==> src/rtl/cda_pkg.sv <==
// Shared types, constants and calendar functions for the date adder.
// No dependencies; every other file of the block uses this package.
`default_nettype none

package cda_pkg;

    localparam int MAX_YEAR_DEF  = 9999;
    localparam int ADD_WIDTH_DEF = 16;

    localparam int OP_W     = 2;
    localparam int MONTH_W  = 4;
    localparam int DAY_W    = 5;
    localparam int YEAR_W   = 14;
    localparam int ADD_IN_W = 16;
    localparam int DOY_W    = 9;
    localparam int STATUS_W = 2;
    localparam int R400_W   = 9;

    localparam int MONTHS     = 12;
    localparam int CYCLE_400  = 400;
    localparam int COMMON_LEN = 365;
    localparam int LEAP_LEN   = 366;
    localparam int FEB_LIMIT  = 29;
    localparam int DEC_LAST   = 31;

    // Year / 400 as a multiply by a scaled reciprocal; exact for any 14-bit year.
    localparam int DIV400_MUL   = 20972;
    localparam int DIV400_MUL_W = 15;
    localparam int DIV400_SHIFT = 23;
    localparam int Q400_W       = 6;

    typedef logic [OP_W-1:0]     op_t;
    typedef logic [STATUS_W-1:0] status_t;

    localparam op_t OP_QUERY = 2'd0;
    localparam op_t OP_SET   = 2'd1;
    localparam op_t OP_ADD   = 2'd2;

    localparam status_t STATUS_OK       = 2'd0;
    localparam status_t STATUS_REJECT   = 2'd1;
    localparam status_t STATUS_SATURATE = 2'd2;

    typedef enum logic [2:0] {
        S_IDLE,
        S_DIV,
        S_MOD,
        S_YEAR,
        S_MONTH,
        S_FINISH
    } state_t;

    typedef struct packed {
        logic start;
        logic load_set;
        logic load_add;
        logic div_step;
        logic mod_step;
        logic year_step;
        logic saturate;
        logic month_init;
        logic month_step;
        logic month_done;
        logic out_load;
    } cmd_t;

    typedef struct packed {
        logic year_more;
        logic year_at_max;
        logic month_more;
    } stat_t;

    function automatic logic [DAY_W-1:0] month_days(input logic [MONTH_W-1:0] m);
        logic [DAY_W-1:0] n;
        case (m)
            4'd1, 4'd3, 4'd5, 4'd7, 4'd8, 4'd10, 4'd12: n = 5'd31;
            4'd4, 4'd6, 4'd9, 4'd11:                    n = 5'd30;
            4'd2:                                       n = 5'd28;
            default:                                    n = 5'd0;
        endcase
        return n;
    endfunction

    function automatic logic [DOY_W-1:0] days_before(input logic [MONTH_W-1:0] m);
        logic [DOY_W-1:0] n;
        case (m)
            4'd2:    n = 9'd31;
            4'd3:    n = 9'd59;
            4'd4:    n = 9'd90;
            4'd5:    n = 9'd120;
            4'd6:    n = 9'd151;
            4'd7:    n = 9'd181;
            4'd8:    n = 9'd212;
            4'd9:    n = 9'd243;
            4'd10:   n = 9'd273;
            4'd11:   n = 9'd304;
            4'd12:   n = 9'd334;
            default: n = 9'd0;
        endcase
        return n;
    endfunction

    // Leap test from the year modulo 400: divisible by 4 and not a plain century.
    function automatic logic is_leap(input logic [R400_W-1:0] r);
        return (r[1:0] == 2'd0) && (r != R400_W'(100)) && (r != R400_W'(200))
            && (r != R400_W'(300));
    endfunction

    function automatic logic [DAY_W-1:0] month_len(input logic [MONTH_W-1:0] m,
                                                   input logic leap);
        logic [DAY_W-1:0] n;
        n = month_days(m);
        if (m == MONTH_W'(2) && leap)
            n = DAY_W'(FEB_LIMIT);
        return n;
    endfunction

endpackage

`default_nettype wire

==> src/rtl/cda_if.sv <==
// Valid/ready channel interfaces for the request and response words.
// Depends on cda_pkg for the field widths.
`default_nettype none

interface cda_req_if;
    logic                         valid;
    logic                         ready;
    logic [cda_pkg::OP_W-1:0]     operation;
    logic [cda_pkg::MONTH_W-1:0]  month_in;
    logic [cda_pkg::DAY_W-1:0]    day_in;
    logic [cda_pkg::YEAR_W-1:0]   year_in;
    logic [cda_pkg::ADD_IN_W-1:0] days_to_add;

    modport source (output valid, operation, month_in, day_in, year_in, days_to_add,
                    input ready);
    modport sink   (input valid, operation, month_in, day_in, year_in, days_to_add,
                    output ready);
endinterface

interface cda_rsp_if;
    logic                         valid;
    logic                         ready;
    logic [cda_pkg::MONTH_W-1:0]  month_out;
    logic [cda_pkg::DAY_W-1:0]    day_out;
    logic [cda_pkg::YEAR_W-1:0]   year_out;
    logic [cda_pkg::DOY_W-1:0]    day_of_year;
    logic [cda_pkg::DOY_W-1:0]    days_left;
    logic [cda_pkg::DAY_W-1:0]    month_length;
    logic                         leap_flag;
    logic [cda_pkg::STATUS_W-1:0] status;

    modport source (output valid, month_out, day_out, year_out, day_of_year, days_left,
                    month_length, leap_flag, status, input ready);
    modport sink   (input valid, month_out, day_out, year_out, day_of_year, days_left,
                    month_length, leap_flag, status, output ready);
endinterface

`default_nettype wire

==> src/rtl/calendar_date_add_days.sv <==
// Top level of the Gregorian date adder: controller plus datapath.
// Depends on cda_pkg, cda_if, cda_ctrl and cda_datapath.
//
//   Channel  Direction  Handshake     Word
//   req      in         valid/ready   operation, month_in, day_in, year_in, days_to_add
//   rsp      out        valid/ready   date, day_of_year, days_left, month_length,
//                                     leap_flag, status
//
// A query goes from accept through S_FINISH into the response register; a set
// passes S_DIV and S_MOD first. An add runs S_YEAR and then S_MONTH, in which
// the day counter subtracts one year or one month length per cycle.
// A saturated add leaves S_YEAR for S_FINISH and skips S_MONTH.
// Reset gives 1 January of year 1. A new word is accepted while the previous
// response still waits in the output register; a stalled response holds the
// controller in its final state until the register is free.
`default_nettype none

module calendar_date_add_days #(
    parameter int MAX_YEAR  = cda_pkg::MAX_YEAR_DEF,
    parameter int ADD_WIDTH = cda_pkg::ADD_WIDTH_DEF
) (
    input  wire logic  clk,
    input  wire logic  rst_n,
    cda_req_if.sink    req,
    cda_rsp_if.source  rsp
);

    cda_pkg::cmd_t  cmd;
    cda_pkg::stat_t stat;
    logic           in_ready;
    logic           out_valid;

    cda_ctrl u_ctrl (
        .clk       (clk),
        .rst_n     (rst_n),
        .in_valid  (req.valid),
        .operation (cda_pkg::op_t'(req.operation)),
        .in_ready  (in_ready),
        .out_valid (out_valid),
        .out_ready (rsp.ready),
        .stat      (stat),
        .cmd       (cmd)
    );

    cda_datapath #(
        .MAX_YEAR  (MAX_YEAR),
        .ADD_WIDTH (ADD_WIDTH)
    ) u_datapath (
        .clk          (clk),
        .rst_n        (rst_n),
        .cmd          (cmd),
        .stat         (stat),
        .month_in     (req.month_in),
        .day_in       (req.day_in),
        .year_in      (req.year_in),
        .days_to_add  (req.days_to_add),
        .month_out    (rsp.month_out),
        .day_out      (rsp.day_out),
        .year_out     (rsp.year_out),
        .day_of_year  (rsp.day_of_year),
        .days_left    (rsp.days_left),
        .month_length (rsp.month_length),
        .leap_flag    (rsp.leap_flag),
        .status       (rsp.status)
    );

    assign req.ready = in_ready;
    assign rsp.valid = out_valid;

endmodule

`default_nettype wire

==> src/rtl/cda_ctrl.sv <==
// Controller state machine of the date adder: sequences set, add and
// response steps. Depends on cda_pkg for states, commands and status.
`default_nettype none

module cda_ctrl (
    input  wire logic            clk,
    input  wire logic            rst_n,
    input  wire logic            in_valid,
    input  wire cda_pkg::op_t    operation,
    output logic                 in_ready,
    output logic                 out_valid,
    input  wire logic            out_ready,
    input  wire cda_pkg::stat_t  stat,
    output cda_pkg::cmd_t        cmd
);

    cda_pkg::state_t state_reg, state_next;
    logic            out_valid_reg, out_valid_next;

    always_ff @(posedge clk or negedge rst_n)
    begin
        if (!rst_n)
        begin
            state_reg     <= cda_pkg::S_IDLE;
            out_valid_reg <= 1'b0;
        end
        else
        begin
            state_reg     <= state_next;
            out_valid_reg <= out_valid_next;
        end
    end

    always_comb
    begin
        state_next = state_reg;
        unique case (state_reg)
            cda_pkg::S_IDLE:
            begin
                if (in_valid)
                begin
                    if (operation == cda_pkg::OP_SET)
                        state_next = cda_pkg::S_DIV;
                    else if (operation == cda_pkg::OP_ADD)
                        state_next = cda_pkg::S_YEAR;
                    else
                        state_next = cda_pkg::S_FINISH;
                end
            end
            cda_pkg::S_DIV:
                state_next = cda_pkg::S_MOD;
            cda_pkg::S_MOD:
                state_next = cda_pkg::S_FINISH;
            cda_pkg::S_YEAR:
            begin
                if (stat.year_more && stat.year_at_max)
                    state_next = cda_pkg::S_FINISH;
                else if (!stat.year_more)
                    state_next = cda_pkg::S_MONTH;
            end
            cda_pkg::S_MONTH:
            begin
                if (!stat.month_more)
                    state_next = cda_pkg::S_FINISH;
            end
            cda_pkg::S_FINISH:
            begin
                if (!out_valid_reg || out_ready)
                    state_next = cda_pkg::S_IDLE;
            end
            default:
                state_next = cda_pkg::S_IDLE;
        endcase
    end

    always_comb
    begin
        cmd      = '0;
        in_ready = 1'b0;
        unique case (state_reg)
            cda_pkg::S_IDLE:
            begin
                in_ready     = 1'b1;
                cmd.start    = in_valid;
                cmd.load_set = in_valid && (operation == cda_pkg::OP_SET);
                cmd.load_add = in_valid && (operation == cda_pkg::OP_ADD);
            end
            cda_pkg::S_DIV:
                cmd.div_step = 1'b1;
            cda_pkg::S_MOD:
                cmd.mod_step = 1'b1;
            cda_pkg::S_YEAR:
            begin
                cmd.saturate   = stat.year_more && stat.year_at_max;
                cmd.year_step  = stat.year_more && !stat.year_at_max;
                cmd.month_init = !stat.year_more;
            end
            cda_pkg::S_MONTH:
            begin
                cmd.month_step = stat.month_more;
                cmd.month_done = !stat.month_more;
            end
            cda_pkg::S_FINISH:
                cmd.out_load = !out_valid_reg || out_ready;
            default:
                cmd = '0;
        endcase
    end

    // The response register keeps its word until the sink takes it.
    always_comb
    begin
        if (cmd.out_load)
            out_valid_next = 1'b1;
        else if (out_ready)
            out_valid_next = 1'b0;
        else
            out_valid_next = out_valid_reg;
    end

    assign out_valid = out_valid_reg;

endmodule

`default_nettype wire

==> src/rtl/cda_datapath.sv <==
// Datapath of the date adder: stored date, year-mod-400 tracking, day
// counter for year and month stepping, and the response register.
// Depends on cda_pkg for widths, tables and the command/status structs.
`default_nettype none

module cda_datapath #(
    parameter int MAX_YEAR  = cda_pkg::MAX_YEAR_DEF,
    parameter int ADD_WIDTH = cda_pkg::ADD_WIDTH_DEF
) (
    input  wire logic                         clk,
    input  wire logic                         rst_n,
    input  wire cda_pkg::cmd_t                cmd,
    output cda_pkg::stat_t                    stat,
    input  wire logic [cda_pkg::MONTH_W-1:0]  month_in,
    input  wire logic [cda_pkg::DAY_W-1:0]    day_in,
    input  wire logic [cda_pkg::YEAR_W-1:0]   year_in,
    input  wire logic [cda_pkg::ADD_IN_W-1:0] days_to_add,
    output logic [cda_pkg::MONTH_W-1:0]       month_out,
    output logic [cda_pkg::DAY_W-1:0]         day_out,
    output logic [cda_pkg::YEAR_W-1:0]        year_out,
    output logic [cda_pkg::DOY_W-1:0]         day_of_year,
    output logic [cda_pkg::DOY_W-1:0]         days_left,
    output logic [cda_pkg::DAY_W-1:0]         month_length,
    output logic                              leap_flag,
    output logic [cda_pkg::STATUS_W-1:0]      status
);

    localparam int MW  = cda_pkg::MONTH_W;
    localparam int DW  = cda_pkg::DAY_W;
    localparam int YW  = cda_pkg::YEAR_W;
    localparam int RW  = cda_pkg::R400_W;
    localparam int QW  = cda_pkg::Q400_W;
    localparam int LW  = cda_pkg::DOY_W;
    localparam int PW  = YW + cda_pkg::DIV400_MUL_W;
    localparam int ADD_USE = (ADD_WIDTH < cda_pkg::ADD_IN_W) ? ADD_WIDTH : cda_pkg::ADD_IN_W;
    localparam int NW  = ADD_USE + 2;

    logic [MW-1:0]             month_reg, month_next;
    logic [DW-1:0]             day_reg, day_next;
    logic [YW-1:0]             year_reg, year_next;
    logic [RW-1:0]             r400_reg, r400_next;
    cda_pkg::status_t          status_reg, status_next;
    logic [QW-1:0]             q_reg, q_next;
    logic [NW-1:0]             n_reg, n_next;

    logic [MW-1:0]             out_month_reg;
    logic [DW-1:0]             out_day_reg;
    logic [YW-1:0]             out_year_reg;
    logic [LW-1:0]             out_doy_reg;
    logic [LW-1:0]             out_left_reg;
    logic [DW-1:0]             out_mlen_reg;
    logic                      out_leap_reg;
    cda_pkg::status_t          out_status_reg;

    logic                      leap;
    logic [LW-1:0]             ylen;
    logic [DW-1:0]             mlen;
    logic [LW-1:0]             doy;
    logic [LW-1:0]             left;
    logic [DW-1:0]             set_limit;
    logic                      month_ok, day_ok, year_ok;
    logic [PW-1:0]             prod;
    logic [YW-1:0]             q_times;
    logic [YW-1:0]             r_full;

    always_comb
    begin
        leap = cda_pkg::is_leap(r400_reg);
        ylen = leap ? LW'(cda_pkg::LEAP_LEN) : LW'(cda_pkg::COMMON_LEN);
        mlen = cda_pkg::month_len(month_reg, leap);
        doy  = cda_pkg::days_before(month_reg) + LW'(day_reg)
             + LW'((month_reg > MW'(2)) && leap);
        left = (ylen >= doy) ? ylen - doy : '0;

        // A set checks the day against the requested month, February at 29.
        set_limit = (month_in == MW'(2)) ? DW'(cda_pkg::FEB_LIMIT)
                                         : cda_pkg::month_days(month_in);
        month_ok  = (month_in >= MW'(1)) && (month_in <= MW'(cda_pkg::MONTHS));
        day_ok    = (day_in >= DW'(1)) && (day_in <= set_limit);
        year_ok   = (year_in >= YW'(1)) && (year_in <= YW'(MAX_YEAR));

        prod    = PW'(year_reg) * PW'(cda_pkg::DIV400_MUL);
        q_times = YW'(q_reg) * YW'(cda_pkg::CYCLE_400);
        r_full  = year_reg - q_times;

        stat.year_more   = n_reg > NW'(ylen);
        stat.year_at_max = year_reg >= YW'(MAX_YEAR);
        stat.month_more  = (month_reg < MW'(cda_pkg::MONTHS)) && (n_reg > NW'(mlen));
    end

    always_comb
    begin
        month_next  = month_reg;
        day_next    = day_reg;
        year_next   = year_reg;
        r400_next   = r400_reg;
        status_next = status_reg;
        q_next      = q_reg;
        n_next      = n_reg;

        if (cmd.start)
            status_next = cda_pkg::STATUS_OK;
        if (cmd.load_set)
        begin
            if (month_ok)
                month_next = month_in;
            if (day_ok)
                day_next = day_in;
            if (year_ok)
                year_next = year_in;
            if (!(month_ok && day_ok && year_ok))
                status_next = cda_pkg::STATUS_REJECT;
        end
        if (cmd.load_add)
            n_next = NW'(doy) + NW'(days_to_add[ADD_USE-1:0]);
        if (cmd.div_step)
            q_next = prod[cda_pkg::DIV400_SHIFT +: QW];
        if (cmd.mod_step)
            r400_next = r_full[RW-1:0];
        if (cmd.year_step)
        begin
            n_next    = n_reg - NW'(ylen);
            year_next = year_reg + YW'(1);
            r400_next = (r400_reg == RW'(cda_pkg::CYCLE_400 - 1)) ? '0 : r400_reg + RW'(1);
        end
        if (cmd.saturate)
        begin
            month_next  = MW'(cda_pkg::MONTHS);
            day_next    = DW'(cda_pkg::DEC_LAST);
            status_next = cda_pkg::STATUS_SATURATE;
        end
        if (cmd.month_init)
            month_next = MW'(1);
        if (cmd.month_step)
        begin
            n_next     = n_reg - NW'(mlen);
            month_next = month_reg + MW'(1);
        end
        if (cmd.month_done)
            day_next = n_reg[DW-1:0];
    end

    always_ff @(posedge clk or negedge rst_n)
    begin
        if (!rst_n)
        begin
            month_reg  <= MW'(1);
            day_reg    <= DW'(1);
            year_reg   <= YW'(1);
            r400_reg   <= RW'(1);
            status_reg <= cda_pkg::STATUS_OK;
        end
        else
        begin
            month_reg  <= month_next;
            day_reg    <= day_next;
            year_reg   <= year_next;
            r400_reg   <= r400_next;
            status_reg <= status_next;
        end
    end

    always_ff @(posedge clk)
    begin
        q_reg <= q_next;
        n_reg <= n_next;
        if (cmd.out_load)
        begin
            out_month_reg  <= month_reg;
            out_day_reg    <= day_reg;
            out_year_reg   <= year_reg;
            out_doy_reg    <= doy;
            out_left_reg   <= left;
            out_mlen_reg   <= mlen;
            out_leap_reg   <= leap;
            out_status_reg <= status_reg;
        end
    end

    assign month_out    = out_month_reg;
    assign day_out      = out_day_reg;
    assign year_out     = out_year_reg;
    assign day_of_year  = out_doy_reg;
    assign days_left    = out_left_reg;
    assign month_length = out_mlen_reg;
    assign leap_flag    = out_leap_reg;
    assign status       = out_status_reg;

endmodule

`default_nettype wire

==> src/flat_wrapper.sv <==
// flat-port wrapper written by rule: the top's interface ports become plain ports
module calendar_date_add_days_flat 
#(
    parameter int MAX_YEAR  = cda_pkg::MAX_YEAR_DEF,
    parameter int ADD_WIDTH = cda_pkg::ADD_WIDTH_DEF
)
  (clk, rst_n, req_valid, req_operation, req_month_in, req_day_in, req_year_in, req_days_to_add, req_ready, rsp_valid, rsp_month_out, rsp_day_out, rsp_year_out, rsp_day_of_year, rsp_days_left, rsp_month_length, rsp_leap_flag, rsp_status, rsp_ready);
  cda_req_if req_i ();
  cda_rsp_if rsp_i ();
  input  wire logic clk;
  input  wire logic rst_n;
  input wire logic [$bits(req_i.valid)-1:0] req_valid;
  input wire logic [$bits(req_i.operation)-1:0] req_operation;
  input wire logic [$bits(req_i.month_in)-1:0] req_month_in;
  input wire logic [$bits(req_i.day_in)-1:0] req_day_in;
  input wire logic [$bits(req_i.year_in)-1:0] req_year_in;
  input wire logic [$bits(req_i.days_to_add)-1:0] req_days_to_add;
  output wire logic [$bits(req_i.ready)-1:0] req_ready;
  output wire logic [$bits(rsp_i.valid)-1:0] rsp_valid;
  output wire logic [$bits(rsp_i.month_out)-1:0] rsp_month_out;
  output wire logic [$bits(rsp_i.day_out)-1:0] rsp_day_out;
  output wire logic [$bits(rsp_i.year_out)-1:0] rsp_year_out;
  output wire logic [$bits(rsp_i.day_of_year)-1:0] rsp_day_of_year;
  output wire logic [$bits(rsp_i.days_left)-1:0] rsp_days_left;
  output wire logic [$bits(rsp_i.month_length)-1:0] rsp_month_length;
  output wire logic [$bits(rsp_i.leap_flag)-1:0] rsp_leap_flag;
  output wire logic [$bits(rsp_i.status)-1:0] rsp_status;
  input wire logic [$bits(rsp_i.ready)-1:0] rsp_ready;
  assign req_i.valid = req_valid;
  assign req_i.operation = req_operation;
  assign req_i.month_in = req_month_in;
  assign req_i.day_in = req_day_in;
  assign req_i.year_in = req_year_in;
  assign req_i.days_to_add = req_days_to_add;
  assign req_ready = req_i.ready;
  assign rsp_valid = rsp_i.valid;
  assign rsp_month_out = rsp_i.month_out;
  assign rsp_day_out = rsp_i.day_out;
  assign rsp_year_out = rsp_i.year_out;
  assign rsp_day_of_year = rsp_i.day_of_year;
  assign rsp_days_left = rsp_i.days_left;
  assign rsp_month_length = rsp_i.month_length;
  assign rsp_leap_flag = rsp_i.leap_flag;
  assign rsp_status = rsp_i.status;
  assign rsp_i.ready = rsp_ready;
  calendar_date_add_days #(.MAX_YEAR(MAX_YEAR), .ADD_WIDTH(ADD_WIDTH)) u_core (.clk(clk), .rst_n(rst_n), .req(req_i), .rsp(rsp_i));
endmodule
==> config.mk <==
export PLATFORM = sky130hd
export DESIGN_NAME = calendar_date_add_days_flat
export DESIGN_NICKNAME = d
export VERILOG_FILES = /design/src/rtl/cda_pkg.sv /design/src/rtl/cda_if.sv /design/src/rtl/calendar_date_add_days.sv /design/src/rtl/cda_ctrl.sv /design/src/rtl/cda_datapath.sv /design/src/flat_wrapper.sv
export SDC_FILE = /design/constraint.sdc
export NUM_CORES = 1
export LEC_CHECK = 0
export BUFFER_PORTS_ARGS = -buffer_cell sky130_fd_sc_hd__buf_2
export CAP_MARGIN = 15
export CELL_PAD_IN_SITES_DETAIL_PLACEMENT = 1
export CELL_PAD_IN_SITES_GLOBAL_PLACEMENT = 1
export CORE_ASPECT_RATIO = 0.9
export CORE_MARGIN = 5
export CORE_UTILIZATION = 40
export DETAILED_ROUTE_END_ITERATION = 6
export MAX_ROUTING_LAYER = met4
export PLACE_DENSITY = 0.73
export SLEW_MARGIN = 20
export SYNTH_ARGS = -nofsm -noshare
export SYNTH_HDL_FRONTEND = slang
export SYNTH_HIERARCHICAL = 1
export SYNTH_SLANG_ARGS = --single-unit
==> constraint.sdc <==
create_clock -name clk -period 6.4 [get_ports clk]
set_input_delay 1.28 -clock clk [delete_from_list [all_inputs] [get_ports clk]]
set_output_delay 1.28 -clock clk [all_outputs]
set_load 0.01 [all_outputs]
==> PnR_summary.wiki <==
{| class="wikitable"
! Metric !! Value
|-
| Flip-flop count of the largest register, all copies and words added || 18
|-
| Mapped Cells || 1163
|-
| Leading post-synthesis cells by cell area || sky130_fd_sc_hd__edfxtp_1 19%, sky130_fd_sc_hd__ha_1 17%, sky130_fd_sc_hd__fa_1 12%
|-
| Share of layout cells above drive strength 1 || 13.3%
|-
| Cell taking the most area after synthesis || sky130_fd_sc_hd__edfxtp_1
|-
| Total number of clock tree sinks || 108
|-
| Setup skew after layout || just over 0.01 ns
|-
| Final critical delay including setup and external delays || ~5.5 ns
|-
| Most common flop cell mapped by yosys || sky130_fd_sc_hd__edfxtp_1
|-
| Required @ worst endpoint || 6.61 ns
|-
| Routability Congestion || about 0.9
|-
| End point of the worst hold path || u_core/u_datapath/status[1]
|-
| Final net count || 1510
|-
| Antenna Nets Post-Route || 0
|-
| RSZ-0062 raised after global routing || no
|-
| Reg2reg setup slack || 0.94 ns
|-
| Buffers inserted by post-CTS timing repair || 0
|-
| Global routing usage summed across all routing layers || 20.8%
|-
| Outcome || finished, final reports clean
|-
| Kind of start point of the critical path || flip-flop
|-
| Die area || 31400 µm²
|-
| Worst R2R End || u_core/u_datapath/n_reg[14]
|-
| Vias in the first global route || between 9000 and 10000
|-
| Endpoint arrival time on the critical path || 5.67 ns
|-
| Total Wirelength || 31100 µm
|-
| Number of top-level pins || 96
|-
| Startpoint of the lowest-slack register-to-register path || u_core/u_datapath/r400_reg[4]
|-
| Depth of the worst hold-timing path || 0
|-
| Number of antenna cells inserted || 0
|-
| Clock-pin transition on the worst setup and hold timing paths || around 0.09 ns
|-
| Placeable core region || 27700 µm²
|-
| Sequential fraction of the synthesis area || between 20 and 30%
|-
| Proportion of register bits with asynchronous set or reset after synthesis || 35.2%
|-
| Clk root buf || sky130_fd_sc_hd__clkbuf_16
|-
| Cells resized by post-CTS repair || 0
|-
| Number of distinct library cell variants in the gate-level netlist after synthesis || 96
|-
| Maximum number of pins on one net before global-route repair || 42
|-
| Hold Slack || 0.483 ns
|-
| Flop and latch count out of synthesis || ~110
|-
| Post-route fraction of the period consumed by the critical path || 85.4%
|-
| Post-CTS Hold Buffers || 0
|-
| Post-route setup TNS || 0 ns
|-
| Detailed-route vias per instance || 5.47
|-
| Signed area change from the synthesized netlist to the final layout || 10.2%
|-
| Number of enable-type register cells in the synthesized netlist || 70
|-
| Clock latency at the later pin of the worst-skew pair || 0.37 ns
|-
| Worst slew margin || 22.6%
|-
| Count of endpoints failing setup in the final report || 0
|-
| DP Cell Count || around 1600
|-
| Initial standard-cell utilization of the core || 40.3%
|-
| HP Class || reg -> reg
|-
| Overall via count from detail_route || about 8800
|-
| DRC violations left || 0
|-
| CTS HTree Levels || 3
|-
| Type of element capturing the critical path || flip-flop
|-
| Routed len/inst || 19.3 µm
|-
| Number of maximum-capacitance violations || 0
|-
| Final global-route overflow total || 0
|-
| Avg Cell Area, Syn || 9.60 µm²
|-
| Std-Cell Rows || 58
|-
| Die height || 168 µm
|-
| Cts bufs inserted || 9
|-
| Number of max-slew violations in the final report || 0
|-
| Number of nets produced by synthesis || 1430
|-
| Area share of the leading cell type in the synthesized netlist || 18.8%
|-
| Logic depth of the worst register-to-register path || 19
|-
| Top cells by instance count after synthesis || 168 x sky130_fd_sc_hd__inv_1, 153 x sky130_fd_sc_hd__ha_1, 95 x sky130_fd_sc_hd__nor2_1
|-
| Most frequent cell after synthesis || sky130_fd_sc_hd__inv_1
|-
| Count of warnings emitted by yosys || 6
|-
| Maximum count of clock buffers along a single path || 2
|-
| Fill cell total of the finished layout || 3198
|-
| Highest attainable clock frequency || 183 MHz
|-
| Die extent in x || 186 µm
|-
| Number of antenna violations at the first check in global routing || 0
|-
| Critical hold path startpoint || u_core/u_datapath/status_reg[1]
|-
| Non-filler cells in the finished layout || about 1600
|-
| TritonCTS clock tree || yes
|-
| Detailed Place HPWL || approximately 25000 µm
|-
| Actual slew at the worst max-slew pin || between 1 and 1.5 ns
|-
| Worst-path maximum fanout || 36
|-
| Global-route wire length before repair || between 50000 and 60000 µm
|-
| Synth Cell Area || 11200 µm²
|-
| Initial detailed-routing violation count || between 400 and 500
|-
| Final number of hold-violating endpoints || 0
|-
| Classification of the worst setup path || reg -> reg
|-
| First-pass DRT Iterations || 4
|-
| Port Buffers || 95
|}
==> metal layers <==
metal | routed length [µm] | GRT usage, % | vias to the layer above | share of wire (%)
met2 | 14200 | 32.6 | 131 | 46
met1 | 15400 | 29.6 | 4436 | 50
met4 | 380 | 4.28 | 0 | 1.2
met3 | 1050 | 2.06 | 21 | 3.4
met5 | 0 | - | - | 0
li1 | - | - | 4211 | -
==> through the flow <==
step	utilization, %	instance area [µm²]	setup slack, ns
6_report	44.4	12300	0.936
5_1_grt	44.4	12300	0.509
4_1_cts	44.4	12300	0.943
3_5_place_dp	43.2	12000	0.956
3_3_place_gp	43.2	12000	1.14
2_1_floorplan	-	11200	1.21
==> logic make-up (layout without fill, tap and decap cells) <==
| family | count (synthesis) | after routing | share of synthesized area [%] |
|---|---|---|---|
| flops | 108 | 108 | 27.4 |
| mux | 19 | 19 | 1.84 |
| simple gates | 289 | 289 | 13.1 |
| buf+inv | 200 | 285 | 7.30 |
| xor+xnor | 55 | 55 | 4.45 |
| compound gates | 270 | 270 | 16.4 |
| fa+ha+maj | 222 | 222 | 29.5 |
==> how the worst max path moves through the flow <==
stage | startpoint | cells after the start | endpoint
floorplan | u_core/u_datapath/r400_reg[5] | 17 | u_core/u_datapath/n_reg[0]
global placement | u_core/u_datapath/r400_reg[5] | 19 | u_core/u_datapath/n_reg[14]
detailed placement | u_core/u_datapath/r400_reg[4] | 19 | u_core/u_datapath/n_reg[14]
CTS | u_core/u_datapath/r400_reg[4] | 19 | u_core/u_datapath/n_reg[14]
global route | u_core/u_datapath/r400_reg[5] | 19 | u_core/u_datapath/n_reg[14]
finish | u_core/u_datapath/r400_reg[4] | 19 | u_core/u_datapath/n_reg[14]
==> cells in the final DEF (no fill, tap or decap), types with 9 or more instances in the layout <==
cell	synthesis	routed
sky130_fd_sc_hd__o21ai_0	52	52
sky130_fd_sc_hd__o21ai_1	9	9
sky130_fd_sc_hd__a21o_1	16	16
sky130_fd_sc_hd__clkbuf_16	0	9
sky130_fd_sc_hd__nand3_1	22	22
sky130_fd_sc_hd__nor2_1	95	94
sky130_fd_sc_hd__buf_2	3	94
sky130_fd_sc_hd__nand2_1	60	60
sky130_fd_sc_hd__o22ai_1	12	12
sky130_fd_sc_hd__mux2i_1	9	9
sky130_fd_sc_hd__o21a_1	9	9
sky130_fd_sc_hd__nor3_1	14	14
sky130_fd_sc_hd__a21oi_1	73	73
sky130_fd_sc_hd__dfrtp_1	34	34
sky130_fd_sc_hd__inv_1	168	168
sky130_fd_sc_hd__xnor2_1	40	40
sky130_fd_sc_hd__and3_1	12	12
sky130_fd_sc_hd__fa_1	69	69
sky130_fd_sc_hd__o211ai_1	11	11
sky130_fd_sc_hd__xor2_1	13	13
sky130_fd_sc_hd__ha_1	153	153
sky130_fd_sc_hd__edfxtp_1	70	70
sky130_fd_sc_hd__nor2b_1	14	13
sky130_fd_sc_hd__nand2b_1	14	14
==> final cells by class <==
type	count	area [µm²]	area share, %
Multi-Input combinational cell	855	7320	59.5
Sequential cell	108	3060	24.9
Tap cell	360	450	3.66
Inverter	170	638	5.19
Timing Repair Buffer	99	508	4.13
Clock inverter	7	103	0.834
Clock buffer	9	225	1.83
==> worst max-delay path, stage by stage, from the launching register on <==
cell and delay (ns):
sky130_fd_sc_hd__dfrtp_1 0.41, sky130_fd_sc_hd__or2_0 0.24, sky130_fd_sc_hd__or3b_1 0.36, sky130_fd_sc_hd__o311ai_2 0.49, sky130_fd_sc_hd__nor3_1 0.09, sky130_fd_sc_hd__o31a_1 0.28, sky130_fd_sc_hd__ha_1 0.22, sky130_fd_sc_hd__fa_1 0.40
sky130_fd_sc_hd__nor2b_1 0.15, sky130_fd_sc_hd__o21ai_1 0.10, sky130_fd_sc_hd__a21oi_1 0.32, sky130_fd_sc_hd__nand2b_1 0.21, sky130_fd_sc_hd__o21ai_0 0.10, sky130_fd_sc_hd__a32oi_1 0.33, sky130_fd_sc_hd__nor4bb_4 0.42, sky130_fd_sc_hd__buf_4 0.43
sky130_fd_sc_hd__nor2_1 0.26, sky130_fd_sc_hd__nand4_1 0.16, sky130_fd_sc_hd__o311ai_0 0.14, sky130_fd_sc_hd__a211oi_1 0.18
Power is left out: the tool's default activity adds up to more than one toggle a clock period on the data nets, which glitch-free logic cannot reach.
